--- src/design/rwbt_pkg.sv ---
// Package for the raster window buffer tracker: field widths, register map,
// reset values, start-mode codes and the structs shared between the stages.
// No dependencies.
`default_nettype none

package rwbt_pkg;

  localparam int COORD_W  = 12;  // pixel_x, pixel_y, box bounds
  localparam int DIM_W    = 13;  // frame_width, frame_height
  localparam int WP_W     = 25;  // window_pixels
  localparam int MODE_W   = 2;   // start_mode
  localparam int IDX_W    = 2 * DIM_W;  // linear index / frame size
  localparam int TOTAL_W  = 40;  // requests_total, reloads_total
  localparam int FLOW_W   = 27;  // fetches_low
  localparam int FHIGH_W  = 32;  // fetches_high
  localparam int FSUM_W   = FLOW_W + 1;
  localparam int FETCH_WRAP = 100000000;

  localparam int MAX_SIDE_DEF   = 4096;
  localparam int COUNT_BITS_DEF = 40;

  // APB register map
  localparam int DATA_W    = 32;
  localparam int REG_IDX_W = 3;
  localparam int ADDR_W    = REG_IDX_W + 2;

  localparam logic [REG_IDX_W-1:0] REG_FRAME_WIDTH   = 3'd0;
  localparam logic [REG_IDX_W-1:0] REG_FRAME_HEIGHT  = 3'd1;
  localparam logic [REG_IDX_W-1:0] REG_WINDOW_PIXELS = 3'd2;
  localparam logic [REG_IDX_W-1:0] REG_START_MODE    = 3'd3;
  localparam logic [REG_IDX_W-1:0] REG_BOX_MIN_X     = 3'd4;
  localparam logic [REG_IDX_W-1:0] REG_BOX_MAX_X     = 3'd5;
  localparam logic [REG_IDX_W-1:0] REG_BOX_MIN_Y     = 3'd6;
  localparam logic [REG_IDX_W-1:0] REG_BOX_MAX_Y     = 3'd7;

  // reload start codes; the unused code behaves as MODE_PIXEL
  localparam logic [MODE_W-1:0] MODE_PIXEL  = 2'd0;
  localparam logic [MODE_W-1:0] MODE_COLUMN = 2'd1;
  localparam logic [MODE_W-1:0] MODE_ROW    = 2'd2;

  localparam logic [DIM_W-1:0]   RST_FRAME_WIDTH   = 13'd3840;
  localparam logic [DIM_W-1:0]   RST_FRAME_HEIGHT  = 13'd2160;
  localparam logic [WP_W-1:0]    RST_WINDOW_PIXELS = 25'd214016;
  localparam logic [MODE_W-1:0]  RST_START_MODE    = MODE_PIXEL;
  localparam logic [COORD_W-1:0] RST_BOX_MIN       = 12'd0;
  localparam logic [COORD_W-1:0] RST_BOX_MAX       = 12'd4095;

  // configuration as seen by the datapath (frame sides already clamped)
  typedef struct packed {
    logic [DIM_W-1:0]   side_w;
    logic [DIM_W-1:0]   side_h;
    logic [IDX_W-1:0]   frame_total;
    logic [WP_W-1:0]    window_pixels;
    logic [MODE_W-1:0]  start_mode;
    logic [COORD_W-1:0] box_min_x;
    logic [COORD_W-1:0] box_max_x;
    logic [COORD_W-1:0] box_min_y;
    logic [COORD_W-1:0] box_max_y;
  } cfg_t;

  // index stage -> window stage
  typedef struct packed {
    logic               counted;
    logic [COORD_W-1:0] x;
    logic [IDX_W-1:0]   row_base;
    logic [IDX_W-1:0]   idx;
  } idx_info_t;

  typedef struct packed {
    logic               counted;
    logic               hit;
    logic [TOTAL_W-1:0] requests_total;
    logic [TOTAL_W-1:0] reloads_total;
    logic [FLOW_W-1:0]  fetches_low;
    logic [FHIGH_W-1:0] fetches_high;
  } res_t;

endpackage

`default_nettype wire

--- src/design/rwbt_req_if.sv ---
// Request channel: pixel coordinates with a valid/ready handshake.
// Depends on rwbt_pkg.
`default_nettype none

interface rwbt_req_if;
  logic                        valid;
  logic                        ready;
  logic [rwbt_pkg::COORD_W-1:0] pixel_x;
  logic [rwbt_pkg::COORD_W-1:0] pixel_y;

  modport source (output valid, pixel_x, pixel_y, input ready);
  modport sink   (input valid, pixel_x, pixel_y, output ready);
endinterface

`default_nettype wire

--- src/design/rwbt_res_if.sv ---
// Result channel: hit flags and running counters, valid/ready handshake.
// Depends on rwbt_pkg.
`default_nettype none

interface rwbt_res_if;
  logic                         valid;
  logic                         ready;
  logic                         counted;
  logic                         hit;
  logic [rwbt_pkg::TOTAL_W-1:0] requests_total;
  logic [rwbt_pkg::TOTAL_W-1:0] reloads_total;
  logic [rwbt_pkg::FLOW_W-1:0]  fetches_low;
  logic [rwbt_pkg::FHIGH_W-1:0] fetches_high;

  modport source (output valid, counted, hit, requests_total, reloads_total,
                  fetches_low, fetches_high, input ready);
  modport sink   (input valid, counted, hit, requests_total, reloads_total,
                  fetches_low, fetches_high, output ready);
endinterface

`default_nettype wire

--- src/design/raster_window_buffer_tracker_unit.sv ---
// Raster window buffer tracker, top level.
// Depends on rwbt_pkg, rwbt_req_if, rwbt_res_if, rwbt_cfg_regs,
// rwbt_index_stage and rwbt_window_stage.
//
// Usage:
//   in_req  : pixel requests (pixel_x, pixel_y), one transfer per request.
//   out_res : one result per request, in order: counted, hit and the running
//             request, reload and fetch counters after that request.
//   APB     : eight 32-bit registers at byte address 4*i, written with the
//             usual setup/access pair; pready is always high.
// A request passes the input register, the row multiply and box test into
// the index register, then window compare / reload / counter update into
// the result register. Throughput is one request per cycle while out_res is
// not stalled; the window state feeds back only within the last stage.
// Reset (synchronous, rst_n low) loads the register defaults, empties the
// window and clears all counters. When out_res.ready is low the result
// register holds; the two earlier stages keep taking requests until they are
// full, after which in_req.ready drops until the result is taken.
// Registers are to be written while no request is in flight; the block does not enforce it.
`default_nettype none

module raster_window_buffer_tracker_unit #(
  parameter int MAX_SIDE   = rwbt_pkg::MAX_SIDE_DEF,
  parameter int COUNT_BITS = rwbt_pkg::COUNT_BITS_DEF
) (
  input  wire logic                        clk,
  input  wire logic                        rst_n,
  rwbt_req_if.sink                         in_req,
  rwbt_res_if.source                       out_res,
  input  wire logic                        psel,
  input  wire logic                        penable,
  input  wire logic                        pwrite,
  input  wire logic [rwbt_pkg::ADDR_W-1:0] paddr,
  input  wire logic [rwbt_pkg::DATA_W-1:0] pwdata,
  output logic      [rwbt_pkg::DATA_W-1:0] prdata,
  output logic                             pready
);

  rwbt_pkg::cfg_t      cfg;
  rwbt_pkg::idx_info_t info;
  rwbt_pkg::res_t      res;
  logic                info_valid, info_ready;

  rwbt_cfg_regs #(
    .MAX_SIDE (MAX_SIDE)
  ) u_cfg (
    .clk     (clk),
    .rst_n   (rst_n),
    .psel    (psel),
    .penable (penable),
    .pwrite  (pwrite),
    .paddr   (paddr),
    .pwdata  (pwdata),
    .prdata  (prdata),
    .pready  (pready),
    .cfg     (cfg)
  );

  rwbt_index_stage u_index (
    .clk        (clk),
    .rst_n      (rst_n),
    .in_valid   (in_req.valid),
    .in_ready   (in_req.ready),
    .in_x       (in_req.pixel_x),
    .in_y       (in_req.pixel_y),
    .cfg        (cfg),
    .info_valid (info_valid),
    .info_ready (info_ready),
    .info       (info)
  );

  rwbt_window_stage #(
    .COUNT_BITS (COUNT_BITS)
  ) u_window (
    .clk        (clk),
    .rst_n      (rst_n),
    .cfg        (cfg),
    .info_valid (info_valid),
    .info_ready (info_ready),
    .info       (info),
    .res_valid  (out_res.valid),
    .res_ready  (out_res.ready),
    .res        (res)
  );

  assign out_res.counted        = res.counted;
  assign out_res.hit            = res.hit;
  assign out_res.requests_total = res.requests_total;
  assign out_res.reloads_total  = res.reloads_total;
  assign out_res.fetches_low    = res.fetches_low;
  assign out_res.fetches_high   = res.fetches_high;

endmodule

`default_nettype wire

--- src/design/rwbt_cfg_regs.sv ---
// APB configuration registers plus the registered frame size derived from them.
// Depends on rwbt_pkg.
`default_nettype none

module rwbt_cfg_regs #(
  parameter int MAX_SIDE = rwbt_pkg::MAX_SIDE_DEF
) (
  input  wire logic                          clk,
  input  wire logic                          rst_n,
  input  wire logic                          psel,
  input  wire logic                          penable,
  input  wire logic                          pwrite,
  input  wire logic [rwbt_pkg::ADDR_W-1:0]   paddr,
  input  wire logic [rwbt_pkg::DATA_W-1:0]   pwdata,
  output logic      [rwbt_pkg::DATA_W-1:0]   prdata,
  output logic                               pready,
  output rwbt_pkg::cfg_t                     cfg
);

  localparam int DW = rwbt_pkg::DIM_W;
  localparam int XW = rwbt_pkg::IDX_W;
  localparam int DATW = rwbt_pkg::DATA_W;

  logic [rwbt_pkg::DIM_W-1:0]   frame_width_r, frame_height_r;
  logic [rwbt_pkg::WP_W-1:0]    window_pixels_r;
  logic [rwbt_pkg::MODE_W-1:0]  start_mode_r;
  logic [rwbt_pkg::COORD_W-1:0] box_min_x_r, box_max_x_r, box_min_y_r, box_max_y_r;
  logic [rwbt_pkg::DIM_W-1:0]   side_w_r, side_h_r, side_w_nxt, side_h_nxt;
  logic [rwbt_pkg::IDX_W-1:0]   total_r;
  logic [rwbt_pkg::REG_IDX_W-1:0] reg_sel;
  logic                         wr_en;

  assign pready  = 1'b1;
  assign reg_sel = paddr[rwbt_pkg::ADDR_W-1:2];
  assign wr_en   = psel && penable && pwrite;

  always_ff @(posedge clk) begin
    if (!rst_n) begin
      frame_width_r   <= rwbt_pkg::RST_FRAME_WIDTH;
      frame_height_r  <= rwbt_pkg::RST_FRAME_HEIGHT;
      window_pixels_r <= rwbt_pkg::RST_WINDOW_PIXELS;
      start_mode_r    <= rwbt_pkg::RST_START_MODE;
      box_min_x_r     <= rwbt_pkg::RST_BOX_MIN;
      box_max_x_r     <= rwbt_pkg::RST_BOX_MAX;
      box_min_y_r     <= rwbt_pkg::RST_BOX_MIN;
      box_max_y_r     <= rwbt_pkg::RST_BOX_MAX;
    end else if (wr_en) begin
      case (reg_sel)
        rwbt_pkg::REG_FRAME_WIDTH:   frame_width_r   <= pwdata[rwbt_pkg::DIM_W-1:0];
        rwbt_pkg::REG_FRAME_HEIGHT:  frame_height_r  <= pwdata[rwbt_pkg::DIM_W-1:0];
        rwbt_pkg::REG_WINDOW_PIXELS: window_pixels_r <= pwdata[rwbt_pkg::WP_W-1:0];
        rwbt_pkg::REG_START_MODE:    start_mode_r    <= pwdata[rwbt_pkg::MODE_W-1:0];
        rwbt_pkg::REG_BOX_MIN_X:     box_min_x_r     <= pwdata[rwbt_pkg::COORD_W-1:0];
        rwbt_pkg::REG_BOX_MAX_X:     box_max_x_r     <= pwdata[rwbt_pkg::COORD_W-1:0];
        rwbt_pkg::REG_BOX_MIN_Y:     box_min_y_r     <= pwdata[rwbt_pkg::COORD_W-1:0];
        rwbt_pkg::REG_BOX_MAX_Y:     box_max_y_r     <= pwdata[rwbt_pkg::COORD_W-1:0];
        default: ;
      endcase
    end
  end

  always_comb begin
    case (reg_sel)
      rwbt_pkg::REG_FRAME_WIDTH:   prdata = DATW'(frame_width_r);
      rwbt_pkg::REG_FRAME_HEIGHT:  prdata = DATW'(frame_height_r);
      rwbt_pkg::REG_WINDOW_PIXELS: prdata = DATW'(window_pixels_r);
      rwbt_pkg::REG_START_MODE:    prdata = DATW'(start_mode_r);
      rwbt_pkg::REG_BOX_MIN_X:     prdata = DATW'(box_min_x_r);
      rwbt_pkg::REG_BOX_MAX_X:     prdata = DATW'(box_max_x_r);
      rwbt_pkg::REG_BOX_MIN_Y:     prdata = DATW'(box_min_y_r);
      rwbt_pkg::REG_BOX_MAX_Y:     prdata = DATW'(box_max_y_r);
      default:                     prdata = '0;
    endcase
  end

  // clamp at MAX_SIDE; frame size product is registered so the request
  // path only carries the row multiply
  assign side_w_nxt = (32'(frame_width_r) > 32'(MAX_SIDE)) ? DW'(MAX_SIDE) : frame_width_r;
  assign side_h_nxt = (32'(frame_height_r) > 32'(MAX_SIDE)) ? DW'(MAX_SIDE) : frame_height_r;

  always_ff @(posedge clk) begin
    side_w_r <= side_w_nxt;
    side_h_r <= side_h_nxt;
    total_r  <= XW'(side_w_r * side_h_r);
  end

  always_comb begin
    cfg.side_w        = side_w_r;
    cfg.side_h        = side_h_r;
    cfg.frame_total   = total_r;
    cfg.window_pixels = window_pixels_r;
    cfg.start_mode    = start_mode_r;
    cfg.box_min_x     = box_min_x_r;
    cfg.box_max_x     = box_max_x_r;
    cfg.box_min_y     = box_min_y_r;
    cfg.box_max_y     = box_max_y_r;
  end

endmodule

`default_nettype wire

--- src/design/rwbt_index_stage.sv ---
// Input register and index stage: box/frame test and linear pixel index.
// Depends on rwbt_pkg.
`default_nettype none

module rwbt_index_stage (
  input  wire logic                          clk,
  input  wire logic                          rst_n,
  input  wire logic                          in_valid,
  output logic                               in_ready,
  input  wire logic [rwbt_pkg::COORD_W-1:0]  in_x,
  input  wire logic [rwbt_pkg::COORD_W-1:0]  in_y,
  input  wire rwbt_pkg::cfg_t                cfg,
  output logic                               info_valid,
  input  wire logic                          info_ready,
  output rwbt_pkg::idx_info_t                info
);

  localparam int XW = rwbt_pkg::IDX_W;

  logic                         in_v_r, info_v_r;
  logic [rwbt_pkg::COORD_W-1:0] x_r, y_r;
  logic                         mid_ready;
  logic [rwbt_pkg::COORD_W+rwbt_pkg::DIM_W-1:0] row_prod;
  rwbt_pkg::idx_info_t          info_nxt, info_r;

  assign mid_ready = !info_v_r || info_ready;
  assign in_ready  = !in_v_r || mid_ready;

  always_ff @(posedge clk) begin
    if (!rst_n) begin
      in_v_r   <= 1'b0;
      info_v_r <= 1'b0;
    end else begin
      if (in_ready) in_v_r <= in_valid;
      if (mid_ready) info_v_r <= in_v_r;
    end
  end

  always_ff @(posedge clk) begin
    if (in_valid && in_ready) begin
      x_r <= in_x;
      y_r <= in_y;
    end
    if (in_v_r && mid_ready) info_r <= info_nxt;
  end

  assign row_prod = y_r * cfg.side_w;

  always_comb begin
    info_nxt.counted  = (x_r >= cfg.box_min_x) && (x_r <= cfg.box_max_x) &&
                        (y_r >= cfg.box_min_y) && (y_r <= cfg.box_max_y) &&
                        ({1'b0, x_r} < cfg.side_w) && ({1'b0, y_r} < cfg.side_h);
    info_nxt.x        = x_r;
    info_nxt.row_base = XW'(row_prod);
    info_nxt.idx      = XW'(row_prod) + XW'(x_r);
  end

  assign info_valid = info_v_r;
  assign info       = info_r;

endmodule

`default_nettype wire

--- src/design/rwbt_window_stage.sv ---
// Window tracking stage: hit test, reload, fetch and request counters, result register.
// Depends on rwbt_pkg.
`default_nettype none

module rwbt_window_stage #(
  parameter int COUNT_BITS = rwbt_pkg::COUNT_BITS_DEF
) (
  input  wire logic                 clk,
  input  wire logic                 rst_n,
  input  wire rwbt_pkg::cfg_t       cfg,
  input  wire logic                 info_valid,
  output logic                      info_ready,
  input  wire rwbt_pkg::idx_info_t  info,
  output logic                      res_valid,
  input  wire logic                 res_ready,
  output rwbt_pkg::res_t            res
);

  localparam int XW = rwbt_pkg::IDX_W;
  localparam int TW = rwbt_pkg::TOTAL_W;
  localparam int SW = rwbt_pkg::FSUM_W;
  localparam int LW = rwbt_pkg::FLOW_W;

  logic                         win_valid_r;
  logic [rwbt_pkg::IDX_W-1:0]   win_start_r, win_end_r;
  logic [COUNT_BITS-1:0]        req_cnt_r, req_cnt_nxt, load_cnt_r, load_cnt_nxt;
  logic [rwbt_pkg::FLOW_W-1:0]  fetch_low_r, fetch_low_nxt;
  logic [rwbt_pkg::FHIGH_W-1:0] fetch_high_r, fetch_high_nxt;
  logic                         res_v_r;
  rwbt_pkg::res_t               res_r;

  logic                         take, hit, reload, wp_covers, wrap;
  logic [rwbt_pkg::IDX_W-1:0]   start, room, wp_ext, len, add;
  logic [rwbt_pkg::FSUM_W-1:0]  fsum;

  assign info_ready = !res_v_r || res_ready;
  assign take       = info_valid && info_ready;

  always_comb begin
    case (cfg.start_mode)
      rwbt_pkg::MODE_COLUMN: start = XW'(info.x);
      rwbt_pkg::MODE_ROW:    start = info.row_base;
      default:               start = info.idx;
    endcase
  end

  // start is below the frame size for any counted request, so room >= 1
  assign room      = cfg.frame_total - start;
  assign wp_ext    = XW'(cfg.window_pixels);
  assign wp_covers = wp_ext >= room;
  assign len       = wp_covers ? room : wp_ext;
  assign add       = (wp_covers && (cfg.window_pixels != '0)) ? len - 1'b1 : len;

  assign hit    = info.counted && win_valid_r &&
                  (info.idx >= win_start_r) && (info.idx < win_end_r);
  assign reload = info.counted && !hit;

  // fetch_low stays below the wrap and add is far smaller, so one subtract suffices
  assign fsum = SW'(fetch_low_r) + SW'(add);
  assign wrap = fsum >= SW'(rwbt_pkg::FETCH_WRAP);

  always_comb begin
    req_cnt_nxt    = req_cnt_r;
    load_cnt_nxt   = load_cnt_r;
    fetch_low_nxt  = fetch_low_r;
    fetch_high_nxt = fetch_high_r;
    if (info.counted) req_cnt_nxt = req_cnt_r + 1'b1;
    if (reload) begin
      load_cnt_nxt   = load_cnt_r + 1'b1;
      fetch_low_nxt  = wrap ? LW'(fsum - SW'(rwbt_pkg::FETCH_WRAP)) : LW'(fsum);
      fetch_high_nxt = wrap ? fetch_high_r + 1'b1 : fetch_high_r;
    end
  end

  always_ff @(posedge clk) begin
    if (!rst_n) begin
      win_valid_r  <= 1'b0;
      win_start_r  <= '0;
      win_end_r    <= '0;
      req_cnt_r    <= '0;
      load_cnt_r   <= '0;
      fetch_low_r  <= '0;
      fetch_high_r <= '0;
      res_v_r      <= 1'b0;
    end else begin
      if (info_ready) res_v_r <= info_valid;
      if (take) begin
        req_cnt_r    <= req_cnt_nxt;
        load_cnt_r   <= load_cnt_nxt;
        fetch_low_r  <= fetch_low_nxt;
        fetch_high_r <= fetch_high_nxt;
        if (reload) begin
          win_valid_r <= 1'b1;
          win_start_r <= start;
          win_end_r   <= start + len;
        end
      end
    end
  end

  always_ff @(posedge clk) begin
    if (take) begin
      res_r.counted        <= info.counted;
      res_r.hit            <= hit;
      res_r.requests_total <= TW'(req_cnt_nxt);
      res_r.reloads_total  <= TW'(load_cnt_nxt);
      res_r.fetches_low    <= fetch_low_nxt;
      res_r.fetches_high   <= fetch_high_nxt;
    end
  end

  assign res_valid = res_v_r;
  assign res       = res_r;

endmodule

`default_nettype wire

--- src/flat_wrapper.sv ---
// flat-port wrapper written by rule: the top's interface ports become plain ports
module raster_window_buffer_tracker_unit_flat 
#(
  parameter int MAX_SIDE   = rwbt_pkg::MAX_SIDE_DEF,
  parameter int COUNT_BITS = rwbt_pkg::COUNT_BITS_DEF
)
  (clk, rst_n, psel, penable, pwrite, paddr, pwdata, prdata, pready, in_req_valid, in_req_pixel_x, in_req_pixel_y, in_req_ready, out_res_valid, out_res_counted, out_res_hit, out_res_requests_total, out_res_reloads_total, out_res_fetches_low, out_res_fetches_high, out_res_ready);
  rwbt_req_if in_req_i ();
  rwbt_res_if out_res_i ();
  input  wire logic clk;
  input  wire logic rst_n;
  input  wire logic psel;
  input  wire logic penable;
  input  wire logic pwrite;
  input  wire logic [rwbt_pkg::ADDR_W-1:0] paddr;
  input  wire logic [rwbt_pkg::DATA_W-1:0] pwdata;
  output logic      [rwbt_pkg::DATA_W-1:0] prdata;
  output logic pready;
  input wire logic [$bits(in_req_i.valid)-1:0] in_req_valid;
  input wire logic [$bits(in_req_i.pixel_x)-1:0] in_req_pixel_x;
  input wire logic [$bits(in_req_i.pixel_y)-1:0] in_req_pixel_y;
  output wire logic [$bits(in_req_i.ready)-1:0] in_req_ready;
  output wire logic [$bits(out_res_i.valid)-1:0] out_res_valid;
  output wire logic [$bits(out_res_i.counted)-1:0] out_res_counted;
  output wire logic [$bits(out_res_i.hit)-1:0] out_res_hit;
  output wire logic [$bits(out_res_i.requests_total)-1:0] out_res_requests_total;
  output wire logic [$bits(out_res_i.reloads_total)-1:0] out_res_reloads_total;
  output wire logic [$bits(out_res_i.fetches_low)-1:0] out_res_fetches_low;
  output wire logic [$bits(out_res_i.fetches_high)-1:0] out_res_fetches_high;
  input wire logic [$bits(out_res_i.ready)-1:0] out_res_ready;
  assign in_req_i.valid = in_req_valid;
  assign in_req_i.pixel_x = in_req_pixel_x;
  assign in_req_i.pixel_y = in_req_pixel_y;
  assign in_req_ready = in_req_i.ready;
  assign out_res_valid = out_res_i.valid;
  assign out_res_counted = out_res_i.counted;
  assign out_res_hit = out_res_i.hit;
  assign out_res_requests_total = out_res_i.requests_total;
  assign out_res_reloads_total = out_res_i.reloads_total;
  assign out_res_fetches_low = out_res_i.fetches_low;
  assign out_res_fetches_high = out_res_i.fetches_high;
  assign out_res_i.ready = out_res_ready;
  raster_window_buffer_tracker_unit #(.MAX_SIDE(MAX_SIDE), .COUNT_BITS(COUNT_BITS)) u_core (.clk(clk), .rst_n(rst_n), .in_req(in_req_i), .out_res(out_res_i), .psel(psel), .penable(penable), .pwrite(pwrite), .paddr(paddr), .pwdata(pwdata), .prdata(prdata), .pready(pready));
endmodule
--- config.mk ---
export PLATFORM = sky130hd
export DESIGN_NAME = raster_window_buffer_tracker_unit_flat
export DESIGN_NICKNAME = d
export VERILOG_FILES = /design/src/design/rwbt_pkg.sv /design/src/design/rwbt_req_if.sv /design/src/design/rwbt_res_if.sv /design/src/design/raster_window_buffer_tracker_unit.sv /design/src/design/rwbt_cfg_regs.sv /design/src/design/rwbt_index_stage.sv /design/src/design/rwbt_window_stage.sv /design/src/flat_wrapper.sv
export SDC_FILE = /design/constraint.sdc
export NUM_CORES = 2
export LEC_CHECK = 0
export ABC_AREA = 1
export BUFFER_PORTS_ARGS = -buffer_cell sky130_fd_sc_hd__buf_4
export CAP_MARGIN = 40
export CORE_MARGIN = 2
export CORE_UTILIZATION = 29
export CTS_BUF_LIST = sky130_fd_sc_hd__clkbuf_16
export DETAILED_ROUTE_END_ITERATION = 16
export GPL_TIMING_DRIVEN = 1
export MAX_ROUTING_LAYER = met4
export PLACE_DENSITY = 0.48
export SETUP_SLACK_MARGIN = 0.02
export SLEW_MARGIN = 20
export SYNTH_ARGS = -nofsm -noshare
export SYNTH_HDL_FRONTEND = slang
export SYNTH_HIERARCHICAL = 1
export SYNTH_SLANG_ARGS = --single-unit
--- constraint.sdc ---
create_clock -name clk -period 12 [get_ports clk]
set_clock_uncertainty 0.1 [all_clocks]
set_input_delay 0.6 -clock clk [delete_from_list [all_inputs] [get_ports clk]]
set_output_delay 0.6 -clock clk [all_outputs]
set_load 0.01 [all_outputs]
======== Word-level counts from Yosys, hierarchy flattened ========
Index checks and enable logic that the tools add are counted.
Widths: inputs -> output; s select.
operators by class
  $add $sub $neg .......................... 9
  reductions and logical operators ........ 33
  equal/unequal tests ..................... 9
  magnitude comparators ................... 12
  $mul .................................... 2
  multiplexer cells ....................... 10
operators by type and width
  kind                    number
  $pmux 32 s8             1
  $add 40x1->40 const B   2
  $mux 40                 2
  $mux 32                 2
  $mux 27                 2
  $mux 26                 2
  $pmux 26 s2             1
  $add 32x1->32 const B   1
  $add 27x26->28          1
  $ge 28x27->1 const B    1
  $sub 27x27->27 const B  1
  $add 25x12->26          1
  $add 26x26->26          1
  $ge 25x26->1            1
  $ge 26x26->1            1
  $gt 13x13->1 const B    2
  $lt 12x13->1            2
  $lt 26x26->1            1
  $mul 13x13->26          1
  $sub 26x1->26 const B   1
  $sub 26x26->26          1
  $mul 12x13->25          1
  $reduce_bool 25->1      1
  $ge 12x12->1            2
  other kinds (11)        43
word-level totals
  output and inout bits ................... 176
  register bits ........................... 577

======== Longest topological paths before layout ========
  word-level depth ........................ 11
  depth in mapped cells ................... 69
  mapped depth without buffers ............ 65

======== Modules after synthesis ========
The synthesis kept the hierarchy.
modules (own cells, without submodules)
  module             seq. area each (µm²)  cells each  area each (µm²)  times used
  rwbt_window_stage  8097.8                3033        22325.2          1
  rwbt_cfg_regs      3062.9                1601        11639.9          1
  rwbt_index_stage   2682.6                1360        11095.6          1

======== Worst setup path before layout ========
Ideal clock, no wire load.
  kind .................................... flip-flop to flip-flop
  start ................................... register u_core/u_cfg/start_mode_r[0] (netlist bit)
  end ..................................... register u_core/u_window/res[54] (netlist name)
  buffers on the path ..................... 3
  library setup time ...................... 0.267 ns
  cell stages (with the launch flop) ...... 61
  arrival ................................. 8.080 ns
  slack ................................... 3.554 ns
  cell sequence ........................... dfxtp_1 inv_1 ha_1 buf_6 clkbuf_1 nand2_1 inv_1 a221oi_1 inv_1 fa_1 nor2_1 a211oi_1 o311ai_0 nand2_1 nand2_1 xor2_1 ha_1 nand2_1 [25 not listed] o21a_1 o221ai_1 a21oi_1 o21ai_0 nand3_1 nand2_1 xnor2_1 inv_1 nor2_1 nand2_1 nor3_1 nand2_1 nand3_2 buf_2 nand3_1 xor2_1 nand2_1 o21ai_0
between the ends
  longest elaborated chain between the ends .. 11
  elaborated cells between the ends (all ways) .. 14
  classes of those cells .................. add/sub: 4; order compare: 2; eq/ne: 2; mux: 5; reduce/logical: 1
ends and longest elaborated chain
  item                                                   RTL line                                          RTL
  start: declaration                                     rwbt_cfg_regs.sv:26                               logic [rwbt_pkg::MODE_W-1:0] start_mode_r;
  start signal: assignment                               rwbt_cfg_regs.sv:42                               start_mode_r <= rwbt_pkg::RST_START_MODE;
  start signal: assignment                               rwbt_cfg_regs.sv:52                               rwbt_pkg::REG_START_MODE: start_mode_r <= pwdata[rwbt_pkg::MODE_W-1:0];
  $eq 2x2->1 / $eq 2x1->1 (equally long branches)        rwbt_window_stage.sv:40                           case (cfg.start_mode)
  $pmux 26 s2 *                                          rwbt_window_stage.sv:40
  named net u_core.u_window.start (one bit)              rwbt_window_stage.sv:33                           logic [rwbt_pkg::IDX_W-1:0] start, room, wp_ext, len, add;
  $sub 26x26->26 *                                       rwbt_window_stage.sv:48                           assign room = cfg.frame_total - start;
  $ge 25x26->1                                           rwbt_window_stage.sv:50                           assign wp_covers = wp_ext >= room;
  $mux 26                                                rwbt_window_stage.sv:51                           assign len = wp_covers ? room : wp_ext;
  $sub 26x1->26                                          rwbt_window_stage.sv:52                           assign add = (wp_covers && (cfg.window_pixels != '0)) ? len - 1'b1 : len;
  $mux 26 *                                              rwbt_window_stage.sv:52
  $add 27x26->28 *                                       rwbt_window_stage.sv:59                           assign fsum = SW'(fetch_low_r) + SW'(add);
  $sub 27x27->27 / $ge 28x27->1 (equally long branches)  rwbt_window_stage.sv:70, rwbt_window_stage.sv:60
  $mux 27 *                                              rwbt_window_stage.sv:70                           fetch_low_nxt = wrap ? LW'(fsum - SW'(rwbt_pkg::FETCH_WRAP)) : LW'(fsum);
  $mux 27 *                                              rwbt_window_stage.sv:68                           if (reload) begin
  named net u_core.u_window.fetch_low_nxt (one bit)      rwbt_window_stage.sv:27                           logic [rwbt_pkg::FLOW_W-1:0] fetch_low_r, fetch_low_nxt;
The timed path passes the listed nets; every way through them passes the cells marked *.
A chain may end at the register's enable or synchronous reset.

======== Worst setup path after layout ========
  start ................................... register u_core/u_cfg/start_mode_r[0] (netlist bit)
  end ..................................... register u_core/u_window/res[42] (netlist name)
between the ends
  longest elaborated chain between the ends .. 11
  elaborated cells between the ends (all ways) .. 14
  classes of those cells .................. add/sub: 4; order compare: 2; eq/ne: 2; mux: 5; reduce/logical: 1
ends and longest elaborated chain
  item                                                   RTL line
  $eq 2x2->1 / $eq 2x1->1 (equally long branches)        rwbt_window_stage.sv:40
  $pmux 26 s2 *                                          rwbt_window_stage.sv:40
  $sub 26x26->26 *                                       rwbt_window_stage.sv:48
  $ge 25x26->1                                           rwbt_window_stage.sv:50
  $mux 26                                                rwbt_window_stage.sv:51
  $sub 26x1->26                                          rwbt_window_stage.sv:52
  $mux 26 *                                              rwbt_window_stage.sv:52
  $add 27x26->28 *                                       rwbt_window_stage.sv:59
  $sub 27x27->27 / $ge 28x27->1 (equally long branches)  rwbt_window_stage.sv:70, rwbt_window_stage.sv:60
  $mux 27 *                                              rwbt_window_stage.sv:70
  $mux 27 *                                              rwbt_window_stage.sv:68
  named net u_core.u_window.fetch_low_nxt (one bit)      rwbt_window_stage.sv:27
Marked as above.

==> impl_metrics.toml <==
[status]
outcome = "finished clean"

[power_and_ir_drop]
p_leak_nw = 25.9
combPwrFrac_pct = 36.8
seqPwrFrac_pct = 32.4
sw_frac_of_total_pct = 38.9
intPower_mw = 4.37
power.density_nw_per_um2 = 138
clkPwrFrac_pct = 30.9
vdd_drop_max_mv = 0.0925
p_sw_mw = 2.79

[synth]
ys_warn_count = 6
synthesis.area_um2 = 45100
synth_commonest_cells = "nand2_1 (1327), inv_1 (1236), nor2_1 (408)"
ys_seq_area_share_pct = 30.7
yosys.cell_types.count = 67
postSynthCellCount = 5994
ys_ff_latch = 577
synth.most_common_cell = "nand2_1"
synth_edf_count = 229
ys_top_cells_by_area = "dfxtp_1 (15%), edfxtp_1 (15%), nand2_1 (11%)"
synth_top_cell_area_share_pct = 15.5
synth_area_per_cell_um2 = 7.52
synth_area_leader_cell = "dfxtp_1"
ys_async_sr_fraction_pct = 0
synthFlopType = "dfxtp_1"

[setup_path]
worst-setup-path-type = "register to register"
cp-start-kind = "register"
critPathSlowestCell = "a221oi_1"
crit_path_frequent_cell = "nand2_1"
r2r_setup_slack_ns = 1.22
crit_fanout = 20
r2r_end = "u_core/u_window/res[42]$_DFFE_PP_"
cp_slowest_stage_delay_ns = 0.50
timing.rr.start = "u_core/u_cfg/start_mode_r[0]$_SDFFE_PN0P_"
worstRegToRegCells = 58
endpoint_kind = "register"
critPathRequiredTime_ns = 12.26
arrival_ns = 11.04

[place]
portBuffers = 226
pre_cts_slack_ns = 1.26
dpl.hpwl_um = 106000
gp_congestion = 0.903
dp_cells = 8145

[grt]
grt_pass1_vias = 37301
grt_pass1_wl_um = 215000
met2_usage_pct = 28.4
antenna_found_initial = 2
globalRoute.busiestLayer = "met2"
use_met3_pct = 2.14
grt_overflow = 0
grt_usage_pct = 17.9
grt_max_degree = 83
use_met1_pct = 24.0

[floorplanning]
coreArea_um2 = 154000
rows = 144
fp.dieW_um = 398
dieHeight_um = 398
initial_core_util_pct = 29.2
io_pins = 244
die_area_um2 = 159000

[worst_hold_path]
min_from = "pwdata[14]"
whs_endpoint = "u_core/u_cfg/window_pixels_r[14]$_SDFFE_PN1P_"
whs_path_depth = 3
worstHoldPathType = "input pin to register"

[sta]
hold_slack_ns = 0.0626
worst_pin_slew_ns = 0.900
drv_slew = 0
finalCritPeriodShare_pct = 89.8
period_minus_slack_ns = 10.78
max_freq_mhz = 92.8
final_hold_viol_count = 0
setup_violations = 0
fin_ws_ns = 1.22
relSlewSlack_pct = 40.0
fin_setup_tns_ns = 0
rsz0062_at_grt = "false"

[run]
drv_cap = 0

[drt]
drt_iter0_markers = 2072
via_per_inst = 4.60
drtPass1Iterations = 7
post_drt_wl_per_cell_um = 16.6
vias = 38242
wl_um = 138000
ant_nets = 0
drc = 0

[clock_tree]
cts.path.max_buffers = 3
cts_setup_buffers = 0
cts_resized = 0
cts_tree = "done"
hold_buffers = 26
numCtsBuffers = 73
cts_max_level = 3
clock_sinks = 577
clkLatencyLatePin_ns = 0.68
path_clk_slew_ns = 0.06
root_buffer = "clkbuf_16"

[cells_and_area]
final_cells = 8317
final_layout_size_suffix_gt1_share_pct = 8.53
areaGrowthSynthToFinish_pct = 15.1
finalNetCount = 6881
-- layout by cell type (no fill, tap or decap), types with 17 or more instances in the layout --
master            n
nor3_1           82
o21ai_0         352
edfxtp_1        229
inv_2            22
o211ai_1         17
nor2_1          407
buf_4           277
nand2_2          36
nand3_1         223
o21ai_1          19
dlygate4sd3_1    26
xor2_1          189
inv_1          1248
nor4_1           43
clkinv_1         19
dfxtp_1         347
fa_1            235
nand2_1        1326
ha_1            366
clkbuf_16        73
a21oi_1         381
xnor2_1          33
nand4_1          68
-- per-stage QoR --
| step | power, mW | instance area (um^2) | util, % |
|---|---|---|---|
| floorplan | 4.19 | 45100 | - |
| global placement | 4.95 | 48900 | 31.7 |
| detailed placement | 4.98 | 49100 | 31.8 |
| CTS | 7.25 | 51700 | 33.5 |
| global route | 7.71 | 51900 | 33.6 |
| finish | 7.16 | 51900 | 33.6 |
-- critical path: cells and delay by family, from the launching register on --
family | cells | cell delay, ns
simple gates | 29 | 3.12
compound gates | 12 | 2.95
fa+ha+maj | 5 | 1.72
buf+inv | 9 | 1.40
xor+xnor | 3 | 0.74
flops | 1 | 0.40
-- worst max path at each step --
stage                                                         start                           endpoint  slack (ns)
final                     u_core/u_cfg/start_mode_r[0]$_SDFFE_PN0P_  u_core/u_window/res[42]$_DFFE_PP_        1.22
after global routing      u_core/u_cfg/start_mode_r[0]$_SDFFE_PN0P_  u_core/u_window/res[42]$_DFFE_PP_        0.05
after floorplan           u_core/u_cfg/start_mode_r[0]$_SDFFE_PN0P_  u_core/u_window/res[54]$_DFFE_PP_        3.55
after global placement    u_core/u_cfg/start_mode_r[0]$_SDFFE_PN0P_  u_core/u_window/res[42]$_DFFE_PP_        1.42
after CTS                 u_core/u_cfg/start_mode_r[0]$_SDFFE_PN0P_  u_core/u_window/res[42]$_DFFE_PP_        1.26
after detailed placement  u_core/u_cfg/start_mode_r[0]$_SDFFE_PN0P_  u_core/u_window/res[42]$_DFFE_PP_        1.26
-- state kept, by name, indices dropped and copies added, names as in the netlist, 13 cells and up --
signal and flops:
u_core/u_window/fetch_low_r 27, u_core/u_index/info 64, u_core/u_window/load_cnt_r 40, u_core/u_window/req_cnt_r 40, u_core/u_cfg/frame_height_r 13, u_core/u_cfg/side_w_r 13, u_core/u_window/fetch_high_r 32, u_core/u_cfg/total_r 26
u_core/u_window/res 141, u_core/u_window/win_start_r 26, u_core/u_window/win_end_r 26, u_core/u_cfg/frame_width_r 13, u_core/u_cfg/window_pixels_r 25, u_core/u_cfg/side_h_r 13
-- cell families after synthesis --
logic type	after synthesis	synth area share, %
other	3	0.0250
AO/OA/AOI/OAI	879	10.5
adder cells (fa/ha/maj)	601	20.6
XOR/XNOR	222	4.32
buffers and inverters	1448	12.4
AND/OR/NAND/NOR	2264	21.4
flip-flops	577	30.7
-- routing by layer --
| layer | share of wire [%] | up-vias |
|---|---|---|
| met3 | 3.8 | 175 |
| li1 | - | 19337 |
| met2 | 46 | 746 |
| met1 | 48 | 17984 |
| met5 | 0 | - |
| met4 | 2.6 | 0 |
-- cell type report --
class	count	area, um^2
Antenna cell	2	5.00
Clock buffer	73	1830
Clock inverter	61	544
Fill cell	16483	102000
Inverter	1263	4750
Multi-Input combinational cell	3975	25700
Sequential cell	577	13800
Tap cell	2044	2560
Timing Repair Buffer	322	2660
-- power by group through the flow --
stage / sequential, mW / combinational [mW] / clock, mW
global placement: 2.37 / 2.59 / 0
floorplan: 2.32 / 1.87 / 0
global route: 2.33 / 3.01 / 2.36
finish: 2.32 / 2.63 / 2.21
CTS: 2.33 / 2.63 / 2.29
detailed placement: 2.37 / 2.61 / 0
Power figures use the tool's default switching activity.
